<file path="src/rtl/bll_pkg.sv">
// ----------------------------------------------------------------------------
// bll_pkg: shared types and constants of the bounded linked list engine
// Command and status codes, sequencer states and the control and status
// bundles that pass between the sequencer and the datapath.
// ----------------------------------------------------------------------------
package bll_pkg;

   localparam int POOL_NODES_DEF = 64;
   localparam int FUNC_W         = 3;
   localparam int VALUE_W        = 31;
   localparam int POS_W          = 7;
   localparam int STATUS_W       = 2;

   typedef enum logic [FUNC_W-1:0] {
      FN_CLEAR    = 3'd0,
      FN_ADD_HEAD = 3'd1,
      FN_ADD_TAIL = 3'd2,
      FN_ADD_POS  = 3'd3,
      FN_REMOVE   = 3'd4,
      FN_LIST     = 3'd5
   } func_type;

   typedef enum logic [STATUS_W-1:0] {
      ST_OK        = 2'd0,
      ST_FULL      = 2'd1,
      ST_NOT_FOUND = 2'd2,
      ST_EMPTY     = 2'd3
   } status_type;

   typedef enum logic [2:0] {
      S_IDLE,
      S_WALK,
      S_LINK,
      S_RM_CMP,
      S_LIST,
      S_RESP
   } state_type;

   typedef enum logic [1:0] {
      RD_WALK,
      RD_FIRST,
      RD_NEXT,
      RD_HOLD
   } rd_sel_type;

   typedef struct packed {
      logic       req_valid;
      func_type   func;
      logic       first_null;
      logic       full;
      logic       nx_null;
      logic       steps_done;
      logic       match;
      logic       next_null;
      logic       cnt_last;
      logic       slot_free;
   } stat_type;

   typedef struct packed {
      logic       ready;
      logic       start;
      logic       do_clear;
      logic       walk_adv;
      logic       node_wr;
      logic       link_fix;
      logic       unlink;
      logic       bump_taken;
      logic       scan_adv;
      logic       st_load;
      status_type st_code;
      logic       emit_list;
      logic       emit_st;
      rd_sel_type rd_sel;
   } ctrl_type;

endpackage

</file>
<file path="src/rtl/bll_req_if.sv">
// ----------------------------------------------------------------------------
// bll_req_if: command channel
// Valid/ready channel that carries one command beat.
// ----------------------------------------------------------------------------
interface bll_req_if;
   logic                         valid;
   logic                         ready;
   logic [bll_pkg::FUNC_W-1:0]   func;
   logic [bll_pkg::VALUE_W-1:0]  value;
   logic [bll_pkg::POS_W-1:0]    position;

   modport source (output valid, func, value, position, input ready);
   modport sink (input valid, func, value, position, output ready);
endinterface

</file>
<file path="src/rtl/bll_rsp_if.sv">
// ----------------------------------------------------------------------------
// bll_rsp_if: result channel
// Valid/ready channel that carries one result beat.
// ----------------------------------------------------------------------------
interface bll_rsp_if;
   logic                          valid;
   logic                          ready;
   logic [bll_pkg::VALUE_W-1:0]   item_value;
   logic [bll_pkg::STATUS_W-1:0]  status;
   logic                          last;

   modport source (output valid, item_value, status, last, input ready);
   modport sink (input valid, item_value, status, last, output ready);
endinterface

</file>
<file path="src/rtl/bll_node_mem.sv">
// ----------------------------------------------------------------------------
// bll_node_mem: node pool storage
// Value and link arrays of the node pool with one write port and one read
// port; read data is registered.
// ----------------------------------------------------------------------------
module bll_node_mem #(
   parameter int POOL_NODES = bll_pkg::POOL_NODES_DEF,
   localparam int IDX_W     = $clog2(POOL_NODES),
   localparam int LINK_W    = $clog2(POOL_NODES + 1)
) (
   input  logic                         clock,
   input  logic                         wr_val_en,
   input  logic                         wr_link_en,
   input  logic [IDX_W-1:0]             wr_addr,
   input  logic [bll_pkg::VALUE_W-1:0]  wr_value,
   input  logic [LINK_W-1:0]            wr_link,
   input  logic [IDX_W-1:0]             rd_addr,
   output logic [bll_pkg::VALUE_W-1:0]  rd_value,
   output logic [LINK_W-1:0]            rd_link
);

   logic [bll_pkg::VALUE_W-1:0] value_mem [POOL_NODES];
   logic [LINK_W-1:0]           link_mem [POOL_NODES];

   always_ff @(posedge clock) begin
      if (wr_val_en) begin
         value_mem[wr_addr] <= wr_value;
      end
      if (wr_link_en) begin
         link_mem[wr_addr] <= wr_link;
      end
   end

   always_ff @(posedge clock) begin
      rd_value <= value_mem[rd_addr];
      rd_link  <= link_mem[rd_addr];
   end

endmodule

</file>
<file path="src/rtl/bll_ctrl.sv">
// ----------------------------------------------------------------------------
// bll_ctrl: command sequencer
// Steps one command through its walk, link update and result phases and
// drives the datapath one node per cycle unless a stalled result holds it.
// ----------------------------------------------------------------------------
module bll_ctrl (
   input  logic              clock,
   input  logic              reset,
   input  bll_pkg::stat_type stat,
   output bll_pkg::ctrl_type ctrl
);

   bll_pkg::state_type state_ff;
   bll_pkg::state_type state_in;
   logic               list_end;

   assign list_end = stat.next_null | stat.cnt_last;

   always_ff @(posedge clock) begin
      if (reset) begin
         state_ff <= bll_pkg::S_IDLE;
      end else begin
         state_ff <= state_in;
      end
   end

   always_comb begin
      state_in = state_ff;
      case (state_ff)
         bll_pkg::S_IDLE: begin
            if (stat.req_valid) begin
               case (stat.func)
                  bll_pkg::FN_ADD_HEAD, bll_pkg::FN_ADD_TAIL, bll_pkg::FN_ADD_POS: begin
                     state_in = stat.full ? bll_pkg::S_RESP : bll_pkg::S_WALK;
                  end
                  bll_pkg::FN_REMOVE: begin
                     state_in = stat.first_null ? bll_pkg::S_RESP : bll_pkg::S_RM_CMP;
                  end
                  bll_pkg::FN_LIST: begin
                     state_in = stat.first_null ? bll_pkg::S_RESP : bll_pkg::S_LIST;
                  end
                  default: begin
                     state_in = bll_pkg::S_RESP;
                  end
               endcase
            end
         end
         bll_pkg::S_WALK: begin
            if (stat.steps_done || stat.nx_null) begin
               state_in = bll_pkg::S_LINK;
            end
         end
         bll_pkg::S_LINK: begin
            state_in = bll_pkg::S_RESP;
         end
         bll_pkg::S_RM_CMP: begin
            if (stat.match || list_end) begin
               state_in = bll_pkg::S_RESP;
            end
         end
         bll_pkg::S_LIST: begin
            if (stat.slot_free && list_end) begin
               state_in = bll_pkg::S_IDLE;
            end
         end
         bll_pkg::S_RESP: begin
            if (stat.slot_free) begin
               state_in = bll_pkg::S_IDLE;
            end
         end
         default: begin
            state_in = bll_pkg::S_IDLE;
         end
      endcase
   end

   always_comb begin
      ctrl         = '0;
      ctrl.st_code = bll_pkg::ST_OK;
      ctrl.rd_sel  = bll_pkg::RD_FIRST;
      case (state_ff)
         bll_pkg::S_IDLE: begin
            ctrl.ready = 1'b1;
            if (stat.req_valid) begin
               ctrl.start   = 1'b1;
               ctrl.st_load = 1'b1;
               case (stat.func)
                  bll_pkg::FN_CLEAR: begin
                     ctrl.do_clear = 1'b1;
                  end
                  bll_pkg::FN_ADD_HEAD, bll_pkg::FN_ADD_TAIL, bll_pkg::FN_ADD_POS: begin
                     if (stat.full) begin
                        ctrl.st_code = bll_pkg::ST_FULL;
                     end
                  end
                  bll_pkg::FN_REMOVE: begin
                     if (stat.first_null) begin
                        ctrl.st_code = bll_pkg::ST_NOT_FOUND;
                     end
                  end
                  bll_pkg::FN_LIST: begin
                     if (stat.first_null) begin
                        ctrl.st_code = bll_pkg::ST_EMPTY;
                     end
                  end
                  default: begin
                     ctrl.st_code = bll_pkg::ST_OK;
                  end
               endcase
            end
         end
         bll_pkg::S_WALK: begin
            ctrl.rd_sel = bll_pkg::RD_WALK;
            if (stat.steps_done || stat.nx_null) begin
               ctrl.node_wr = 1'b1;
            end else begin
               ctrl.walk_adv = 1'b1;
            end
         end
         bll_pkg::S_LINK: begin
            ctrl.link_fix   = 1'b1;
            ctrl.bump_taken = 1'b1;
         end
         bll_pkg::S_RM_CMP: begin
            ctrl.rd_sel = bll_pkg::RD_NEXT;
            if (stat.match) begin
               ctrl.link_fix = 1'b1;
               ctrl.unlink   = 1'b1;
               ctrl.st_load  = 1'b1;
            end else if (list_end) begin
               ctrl.st_load = 1'b1;
               ctrl.st_code = bll_pkg::ST_NOT_FOUND;
            end else begin
               ctrl.scan_adv = 1'b1;
            end
         end
         bll_pkg::S_LIST: begin
            if (stat.slot_free) begin
               ctrl.emit_list = 1'b1;
               ctrl.rd_sel    = bll_pkg::RD_NEXT;
               ctrl.scan_adv  = ~list_end;
            end else begin
               ctrl.rd_sel = bll_pkg::RD_HOLD;
            end
         end
         bll_pkg::S_RESP: begin
            ctrl.emit_st = stat.slot_free;
         end
         default: begin
            ctrl.rd_sel = bll_pkg::RD_FIRST;
         end
      endcase
   end

endmodule

</file>
<file path="src/rtl/bounded_linked_list_engine.sv">
// ----------------------------------------------------------------------------
// bounded_linked_list_engine: singly linked list over a fixed node pool
// Keeps one ordered list in a pool of POOL_NODES nodes handed out in
// allocation order; commands clear, insert, remove and list the values.
//
//   Channel   Dir   Beat contents                   Beats per command
//   req_ch    in    func, value, position           one
//   rsp_ch    out   item_value, status, last        one, or one per node (list)
//
// A command is taken only while the sequencer is idle. Clear, unknown codes
// and a full pool go straight to the result; an add walks to its position,
// writes the node, then fixes the link; a remove compares node by node; a
// list emits one beat per node. The walk rate is set by the single read
// port of the node memory, one node per cycle. Reset empties the list at
// once with no clearing pass. A stalled result holds the sequencer in place.
// ----------------------------------------------------------------------------
module bounded_linked_list_engine #(
   parameter int POOL_NODES = bll_pkg::POOL_NODES_DEF
) (
   input logic         clock,
   input logic         reset,
   bll_req_if.sink     req_ch,
   bll_rsp_if.source   rsp_ch
);

   localparam int IDX_W  = $clog2(POOL_NODES);
   localparam int LINK_W = $clog2(POOL_NODES + 1);
   localparam logic [LINK_W-1:0] NIL = LINK_W'(POOL_NODES);

   bll_pkg::stat_type stat;
   bll_pkg::ctrl_type ctrl;

   logic [LINK_W-1:0]            first_ff;
   logic [LINK_W-1:0]            taken_ff;
   logic [LINK_W-1:0]            at_ff;
   logic [LINK_W-1:0]            cur_ff;
   logic [LINK_W-1:0]            cnt_ff;
   logic [bll_pkg::VALUE_W-1:0]  value_ff;
   bll_pkg::status_type          st_ff;
   logic                         rsp_valid_ff;
   logic [bll_pkg::VALUE_W-1:0]  rsp_value_ff;
   bll_pkg::status_type          rsp_status_ff;
   logic                         rsp_last_ff;

   logic [bll_pkg::VALUE_W-1:0]  rd_value;
   logic [LINK_W-1:0]            rd_link;
   logic [IDX_W-1:0]             rd_addr;
   logic [LINK_W-1:0]            rd_full;
   logic [IDX_W-1:0]             wr_addr;
   logic [LINK_W-1:0]            wr_link;
   logic                         wr_link_en;

   logic                         at_nil;
   logic [LINK_W-1:0]            follow_at;
   logic [LINK_W-1:0]            nx_w;
   logic [LINK_W-1:0]            link_nx;
   logic [LINK_W-1:0]            link_src;
   logic [bll_pkg::POS_W-1:0]    pos_dec;
   logic [bll_pkg::POS_W-1:0]    pos_lim;
   logic [LINK_W-1:0]            steps;
   logic                         slot_free;
   bll_pkg::func_type            req_func;

   assign req_func  = bll_pkg::func_type'(req_ch.func);
   assign at_nil    = at_ff >= NIL;
   assign follow_at = at_nil ? first_ff : rd_link;
   assign nx_w      = (follow_at >= NIL) ? NIL : follow_at;
   assign link_nx   = (rd_link >= NIL) ? NIL : rd_link;
   assign link_src  = ctrl.unlink ? link_nx : taken_ff;
   assign slot_free = ~rsp_valid_ff | rsp_ch.ready;

   assign pos_dec = (req_ch.position > bll_pkg::POS_W'(1))
                    ? req_ch.position - bll_pkg::POS_W'(1) : '0;
   assign pos_lim = (pos_dec > bll_pkg::POS_W'(POOL_NODES))
                    ? bll_pkg::POS_W'(POOL_NODES) : pos_dec;

   always_comb begin
      case (req_func)
         bll_pkg::FN_ADD_TAIL: steps = NIL;
         bll_pkg::FN_ADD_POS:  steps = pos_lim[LINK_W-1:0];
         default:              steps = '0;
      endcase
   end

   always_comb begin
      case (ctrl.rd_sel)
         bll_pkg::RD_WALK: rd_full = nx_w;
         bll_pkg::RD_NEXT: rd_full = link_nx;
         bll_pkg::RD_HOLD: rd_full = cur_ff;
         default:          rd_full = first_ff;
      endcase
   end
   assign rd_addr = rd_full[IDX_W-1:0];

   assign wr_addr    = ctrl.node_wr ? taken_ff[IDX_W-1:0] : at_ff[IDX_W-1:0];
   assign wr_link    = ctrl.node_wr ? nx_w : link_src;
   assign wr_link_en = ctrl.node_wr | (ctrl.link_fix & ~at_nil);

   always_comb begin
      stat            = '0;
      stat.req_valid  = req_ch.valid;
      stat.func       = req_func;
      stat.first_null = first_ff >= NIL;
      stat.full       = taken_ff >= NIL;
      stat.nx_null    = nx_w == NIL;
      stat.steps_done = cnt_ff == '0;
      stat.match      = rd_value == value_ff;
      stat.next_null  = link_nx == NIL;
      stat.cnt_last   = cnt_ff == LINK_W'(POOL_NODES - 1);
      stat.slot_free  = slot_free;
   end

   bll_ctrl u_ctrl (
      .clock (clock),
      .reset (reset),
      .stat  (stat),
      .ctrl  (ctrl)
   );

   bll_node_mem #(
      .POOL_NODES (POOL_NODES)
   ) u_node_mem (
      .clock      (clock),
      .wr_val_en  (ctrl.node_wr),
      .wr_link_en (wr_link_en),
      .wr_addr    (wr_addr),
      .wr_value   (value_ff),
      .wr_link    (wr_link),
      .rd_addr    (rd_addr),
      .rd_value   (rd_value),
      .rd_link    (rd_link)
   );

   always_ff @(posedge clock) begin
      if (reset) begin
         first_ff     <= NIL;
         taken_ff     <= '0;
         rsp_valid_ff <= 1'b0;
      end else begin
         if (ctrl.do_clear) begin
            first_ff <= NIL;
            taken_ff <= '0;
         end
         if (ctrl.link_fix && at_nil) begin
            first_ff <= link_src;
         end
         if (ctrl.bump_taken) begin
            taken_ff <= taken_ff + LINK_W'(1);
         end
         if (ctrl.emit_list || ctrl.emit_st) begin
            rsp_valid_ff <= 1'b1;
         end else if (rsp_ch.ready) begin
            rsp_valid_ff <= 1'b0;
         end
      end
   end

   always_ff @(posedge clock) begin
      if (ctrl.start) begin
         at_ff    <= NIL;
         cur_ff   <= first_ff;
         cnt_ff   <= steps;
         value_ff <= req_ch.value;
      end
      if (ctrl.walk_adv) begin
         at_ff  <= nx_w;
         cnt_ff <= cnt_ff - LINK_W'(1);
      end
      if (ctrl.scan_adv) begin
         at_ff  <= cur_ff;
         cur_ff <= link_nx;
         cnt_ff <= cnt_ff + LINK_W'(1);
      end
      if (ctrl.st_load) begin
         st_ff <= ctrl.st_code;
      end
      if (ctrl.emit_list) begin
         rsp_value_ff  <= rd_value;
         rsp_status_ff <= bll_pkg::ST_OK;
         rsp_last_ff   <= stat.next_null | stat.cnt_last;
      end else if (ctrl.emit_st) begin
         rsp_value_ff  <= '0;
         rsp_status_ff <= st_ff;
         rsp_last_ff   <= 1'b1;
      end
   end

   assign req_ch.ready      = ctrl.ready;
   assign rsp_ch.valid      = rsp_valid_ff;
   assign rsp_ch.item_value = rsp_value_ff;
   assign rsp_ch.status     = rsp_status_ff;
   assign rsp_ch.last       = rsp_last_ff;

endmodule
</file>
<file path="src/flat_wrapper.sv">
// flat-port wrapper written by rule: the top's interface ports become plain ports
module bounded_linked_list_engine_flat 
#(
   parameter int POOL_NODES = bll_pkg::POOL_NODES_DEF
)
  (clock, reset, req_ch_valid, req_ch_func, req_ch_value, req_ch_position, req_ch_ready, rsp_ch_valid, rsp_ch_item_value, rsp_ch_status, rsp_ch_last, rsp_ch_ready);
  bll_req_if req_ch_i ();
  bll_rsp_if rsp_ch_i ();
  input logic clock;
  input logic reset;
  input wire logic [$bits(req_ch_i.valid)-1:0] req_ch_valid;
  input wire logic [$bits(req_ch_i.func)-1:0] req_ch_func;
  input wire logic [$bits(req_ch_i.value)-1:0] req_ch_value;
  input wire logic [$bits(req_ch_i.position)-1:0] req_ch_position;
  output wire logic [$bits(req_ch_i.ready)-1:0] req_ch_ready;
  output wire logic [$bits(rsp_ch_i.valid)-1:0] rsp_ch_valid;
  output wire logic [$bits(rsp_ch_i.item_value)-1:0] rsp_ch_item_value;
  output wire logic [$bits(rsp_ch_i.status)-1:0] rsp_ch_status;
  output wire logic [$bits(rsp_ch_i.last)-1:0] rsp_ch_last;
  input wire logic [$bits(rsp_ch_i.ready)-1:0] rsp_ch_ready;
  assign req_ch_i.valid = req_ch_valid;
  assign req_ch_i.func = req_ch_func;
  assign req_ch_i.value = req_ch_value;
  assign req_ch_i.position = req_ch_position;
  assign req_ch_ready = req_ch_i.ready;
  assign rsp_ch_valid = rsp_ch_i.valid;
  assign rsp_ch_item_value = rsp_ch_i.item_value;
  assign rsp_ch_status = rsp_ch_i.status;
  assign rsp_ch_last = rsp_ch_i.last;
  assign rsp_ch_i.ready = rsp_ch_ready;
  bounded_linked_list_engine #(.POOL_NODES(POOL_NODES)) u_core (.clock(clock), .reset(reset), .req_ch(req_ch_i), .rsp_ch(rsp_ch_i));
endmodule
</file>
<file path="config.mk">
export PLATFORM = sky130hd
export DESIGN_NAME = bounded_linked_list_engine_flat
export DESIGN_NICKNAME = d
export VERILOG_FILES = /design/src/rtl/bll_pkg.sv /design/src/rtl/bll_req_if.sv /design/src/rtl/bll_rsp_if.sv /design/src/rtl/bll_node_mem.sv /design/src/rtl/bll_ctrl.sv /design/src/rtl/bounded_linked_list_engine.sv /design/src/flat_wrapper.sv
export SDC_FILE = /design/constraint.sdc
export NUM_CORES = 2
export LEC_CHECK = 0
export BUFFER_PORTS_ARGS = -buffer_cell sky130_fd_sc_hd__buf_2
export CAP_MARGIN = 20
export CORE_UTILIZATION = 45
export CTS_CLUSTER_DIAMETER = 80
export DETAILED_ROUTE_END_ITERATION = 8
export PLACE_DENSITY = 0.66
export SLEW_MARGIN = 10
export SYNTH_ARGS = -nofsm -noshare
export SYNTH_HDL_FRONTEND = slang
export SYNTH_SLANG_ARGS = --single-unit
</file>
<file path="constraint.sdc">
create_clock -name clock -period 10.7 [get_ports clock]
set_clock_uncertainty 0.15 [all_clocks]
set_input_delay 0.535 -clock clock [delete_from_list [all_inputs] [get_ports clock]]
set_output_delay 0.535 -clock clock [all_outputs]
set_load 0.005 [all_outputs]
</file>
==> results_dict.tcl <==
set metrics [dict create \
    required_ns 11.08 \
    arrival_ns 7.27 \
    grt_pass1_vias 60841 \
    crit_type "reg2reg" \
    core_sq_um 223000 \
    p_seq_frac 0.347 \
    crit_top_cell "nor2_1" \
    hold_depth 7 \
    final_nets 6797 \
    ys.flop_type "edfxtp_1" \
    power.leakage_nw 38.2 \
    drv_slew 0 \
    crit_chain "buf_4 > xor2_1 > nor4_1 > nand4_1 > nor3_2 > nor2_1 > o21ai_0 > a21boi_0 > nand2_1 > nor2_1" \
    grt_max_degree 155 \
    drtIter0Drc 10072 \
    hp-class "in2reg" \
    totalWireLength_mm 326 \
    die_h_microns 477 \
    critPathLaunchType "register" \
    ys_warn_count 0 \
    fin_crit_ns 6.89 \
    cts-buffers-inserted 277 \
    setup_viol_count_final 0 \
    cts_tree "done" \
    combPwrFrac 0.394 \
    peakVddDrop_v 0.000292 \
    drtAntennaViolNets 0 \
    rrSetupSlack_ns 3.81 \
    synthCells 6540 \
    vias 63468 \
    intPower_mw 21.2 \
    grt_pass1_wl_mm 457 \
    p_sw_frac 0.401 \
    fin_ws_ns 3.81 \
    synth_cell_types 83 \
    fmax_mhz 145 \
    critPathMaxStageDelay_ns 1.04 \
    timing.rr.end "u_core.u_node_mem.link_mem[40][5]$_DFFE_PP_" \
    syn_avg_cell_area_sq_um 15.5 \
    place_ws_ns 4.23 \
    first_pass_iters 6 \
    placementRows 173 \
    synth_area_sq_um 101000 \
    place_hpwl_mm 180 \
    p_per_area_nw_per_um2 309 \
    synth_enable_flop_cells 2518 \
    r2r_start "u_core.value_ff[12]$_DFFE_PP_" \
    hold_viol_final 0 \
    cts.sinks 2576 \
    dieArea_sq_um 227000 \
    rr_worst_depth 10 \
    die_x_microns 477 \
    port_buffers 80 \
    period_share 0.644 \
    antenna_found_initial 24 \
    grt_overflow 0 \
    grt_use_total 0.282 \
    routedWlPerCell_microns 32.9 \
    path_max_fanout 33 \
    min_from "req_ch_valid" \
    drc_errors 0 \
    gp_congestion 0.911 \
    htreeDepth 5 \
    vias_per_cell 6.40 \
    critical-path-slowest-cell "nor3_2" \
    layout-drive-gt1-share 0.141 \
    ctsResizeCount 0 \
    floorplan.initialDensity 0.455 \
    clk_transition_reported_paths_ns 0.06 \
    setup.worst_path.end_class "register" \
    clock-root-buffer "clkbuf_16" \
    hold_end "u_core.u_ctrl.state_ff[1]$_SDFFE_PP0P_" \
    crit_family "simple AND/OR/NAND/NOR gates" \
    drv_cap 0 \
    rsz0062_at_grt "no" \
    io-pin-count 81 \
    clock_latency_ns 0.94 \
    clkPwrFrac 0.259 \
    area_growth_pct 13.3 \
    setup_tns_ns 0 \
    maxSlewHeadroom 0.112 \
    synthArstFlopShare 0 \
    p_sw_mw 14.2 \
    clockBufferDepth 4 \
    seq_area_frac_synth 0.757 \
    worst-path-buf-inv 1 \
    synth-seq-cells 2576 \
    worstMarginPinSlew_ns 1.32 \
    run_status "finished, final reports clean" \
    syn-num-nets 6591 \
]
## placed cells by master (no fill, tap or decap), drive strengths merged, types with 12 or more instances in the layout
cell	n
a22oi	88
bufinv	18
a2111oi	55
clkinv	84
a22o	14
o211ai	22
buf	309
a211oi	164
a311oi	19
clkbuf	351
dfxtp	58
o21ai	84
nand3	366
nor3	18
nor4	24
nand4	12
nor2	260
o221ai	26
dlygate4sd3	37
inv	13
a21oi	188
a221oi	17
mux2i	182
o211a	18
xor2	35
and3	207
edfxtp	2518
o22ai	36
a31oi	208
mux4	170
nand2	1157
## cells by family (layout without fill, tap and decap cells)
family	Yosys count	in the layout	synth area share
other	0	7	0
buffers and inverters	429	824	0.0218
xor gates and xnor gates	40	40	0.00345
adders and majority gates	6	6	0.000740
AOI/OAI and AO/OA	1014	1014	0.0689
and+or+nand+nor	2121	2121	0.0923
muxes	354	354	0.0559
DFF	2576	2576	0.757
## worst max path at each step
stage | to | depth (start not counted) | from | slack [ns]
after floorplan | u_core.u_node_mem.link_mem[0][1]$_DFFE_PP_ | 6 | u_core.value_ff[11]$_DFFE_PP_ | 5.66
after global placement | u_core.u_node_mem.rd_value[28]$_DFF_P_ | 11 | u_core.u_ctrl.state_ff[2]$_SDFFE_PP0P_ | 3.44
after detailed placement | u_core.u_node_mem.link_mem[40][1]$_DFFE_PP_ | 10 | u_core.value_ff[12]$_DFFE_PP_ | 4.23
after CTS | u_core.u_node_mem.link_mem[40][5]$_DFFE_PP_ | 10 | u_core.value_ff[12]$_DFFE_PP_ | 4.18
after global routing | u_core.u_node_mem.link_mem[40][5]$_DFFE_PP_ | 10 | u_core.value_ff[11]$_DFFE_PP_ | 3.78
final | u_core.u_node_mem.link_mem[40][5]$_DFFE_PP_ | 10 | u_core.value_ff[12]$_DFFE_PP_ | 3.81
## worst reg2reg max path, cell delays in order (launching register included)
cell,delay [ns]
edfxtp_1,0.37
buf_4,0.26
xor2_1,0.23
nor4_1,1.01
nand4_1,1.04
nor3_2,1.07
nor2_1,0.14
o21ai_0,0.87
a21boi_0,0.38
nand2_1,0.30
nor2_1,0.68
## stage by stage
stage	util	power (mW)	hold slack (ns)	area [sq um]	std cells
floorplan	-	20.4	0.299	101000	6540
global placement	0.474	25.8	0.282	106000	9390
detailed placement	0.475	26.0	0.307	106000	9405
CTS	0.515	35.1	0.0181	115000	9910
global route	0.515	36.3	0.0731	115000	9910
finish	0.515	35.5	0.0559	115000	9917
## power groups by stage
stage	Combinational [mW]	Sequential, mW	Clock, mW
floorplan	7.71	12.7	0
global placement	13.3	12.5	0
detailed placement	13.5	12.5	0
CTS	13.6	12.3	9.22
global route	14.4	12.3	9.61
finish	14.0	12.3	9.18
## sequential cells by signal (all words and copies together), names as in the netlist
signal                       count
u_core.st_ff                     2
u_core.u_node_mem.rd_link        7
u_core.u_node_mem.rd_value      31
u_core.cur_ff                    7
u_core.at_ff                     7
u_core.u_ctrl.state_ff           3
u_core.first_ff                  7
u_core.rsp_ch.item_value        31
u_core.rsp_ch.status             2
u_core.cnt_ff                    7
u_core.u_node_mem.link_mem     448
u_core.value_ff                 31
u_core.rsp_ch.valid              1
u_core.taken_ff                  7
u_core.rsp_ch.last               1
u_core.u_node_mem.value_mem   1984
## what timing repair did
action	CTS	global route
endpoints found under the hold margin	53	0
buffers inserted	0	0
hold buffers	37	0
## layer usage
metal,vias up,GRT usage,share of wire
met4,18,0.152,0.060
met1,32085,0.372,0.36
met2,4631,0.427,0.45
li1,25827,-,-
met5,-,0,0.00035
met3,907,0.0744,0.13
## synth_stat cells, types with 14 or more instances
cell type / count / area (sq um)
edfxtp_1: 2518 / 75600
nand2_1: 1155 / 4340
nand3_1: 366 / 1830
nor2_1: 253 / 950
a31oi_1: 208 / 1300
and3_1: 207 / 1290
a21oi_1: 188 / 941
mux2i_1: 182 / 1820
buf_2: 181 / 906
mux4_2: 170 / 3830
a211oi_1: 164 / 1230
clkbuf_1: 151 / 567
a22oi_1: 88 / 661
o21ai_0: 75 / 375
dfxtp_1: 58 / 1160
a2111oi_0: 55 / 482
o22ai_1: 36 / 225
xor2_1: 35 / 307
buf_4: 33 / 248
buf_1: 25 / 93.8
buf_6: 25 / 282
o221ai_1: 25 / 219
nor4_1: 23 / 144
o211ai_1: 22 / 165
a311oi_1: 19 / 166
nor3_1: 17 / 85.1
o211a_1: 17 / 170
a221oi_1: 14 / 123
a22o_1: 14 / 123
## final cells by class
class | count | area (sq um)
Antenna cell | 7 | 17.5
Clock inverter | 117 | 1040
Inverter | 9 | 36.3
Clock buffer | 351 | 7450
Tap cell | 2975 | 3720
Timing Repair Buffer | 347 | 2660
Multi-Input combinational cell | 3535 | 23300
Sequential cell | 2576 | 76800
Fill cell | 17810 | 108000
(Power assumes the default switching activity.)
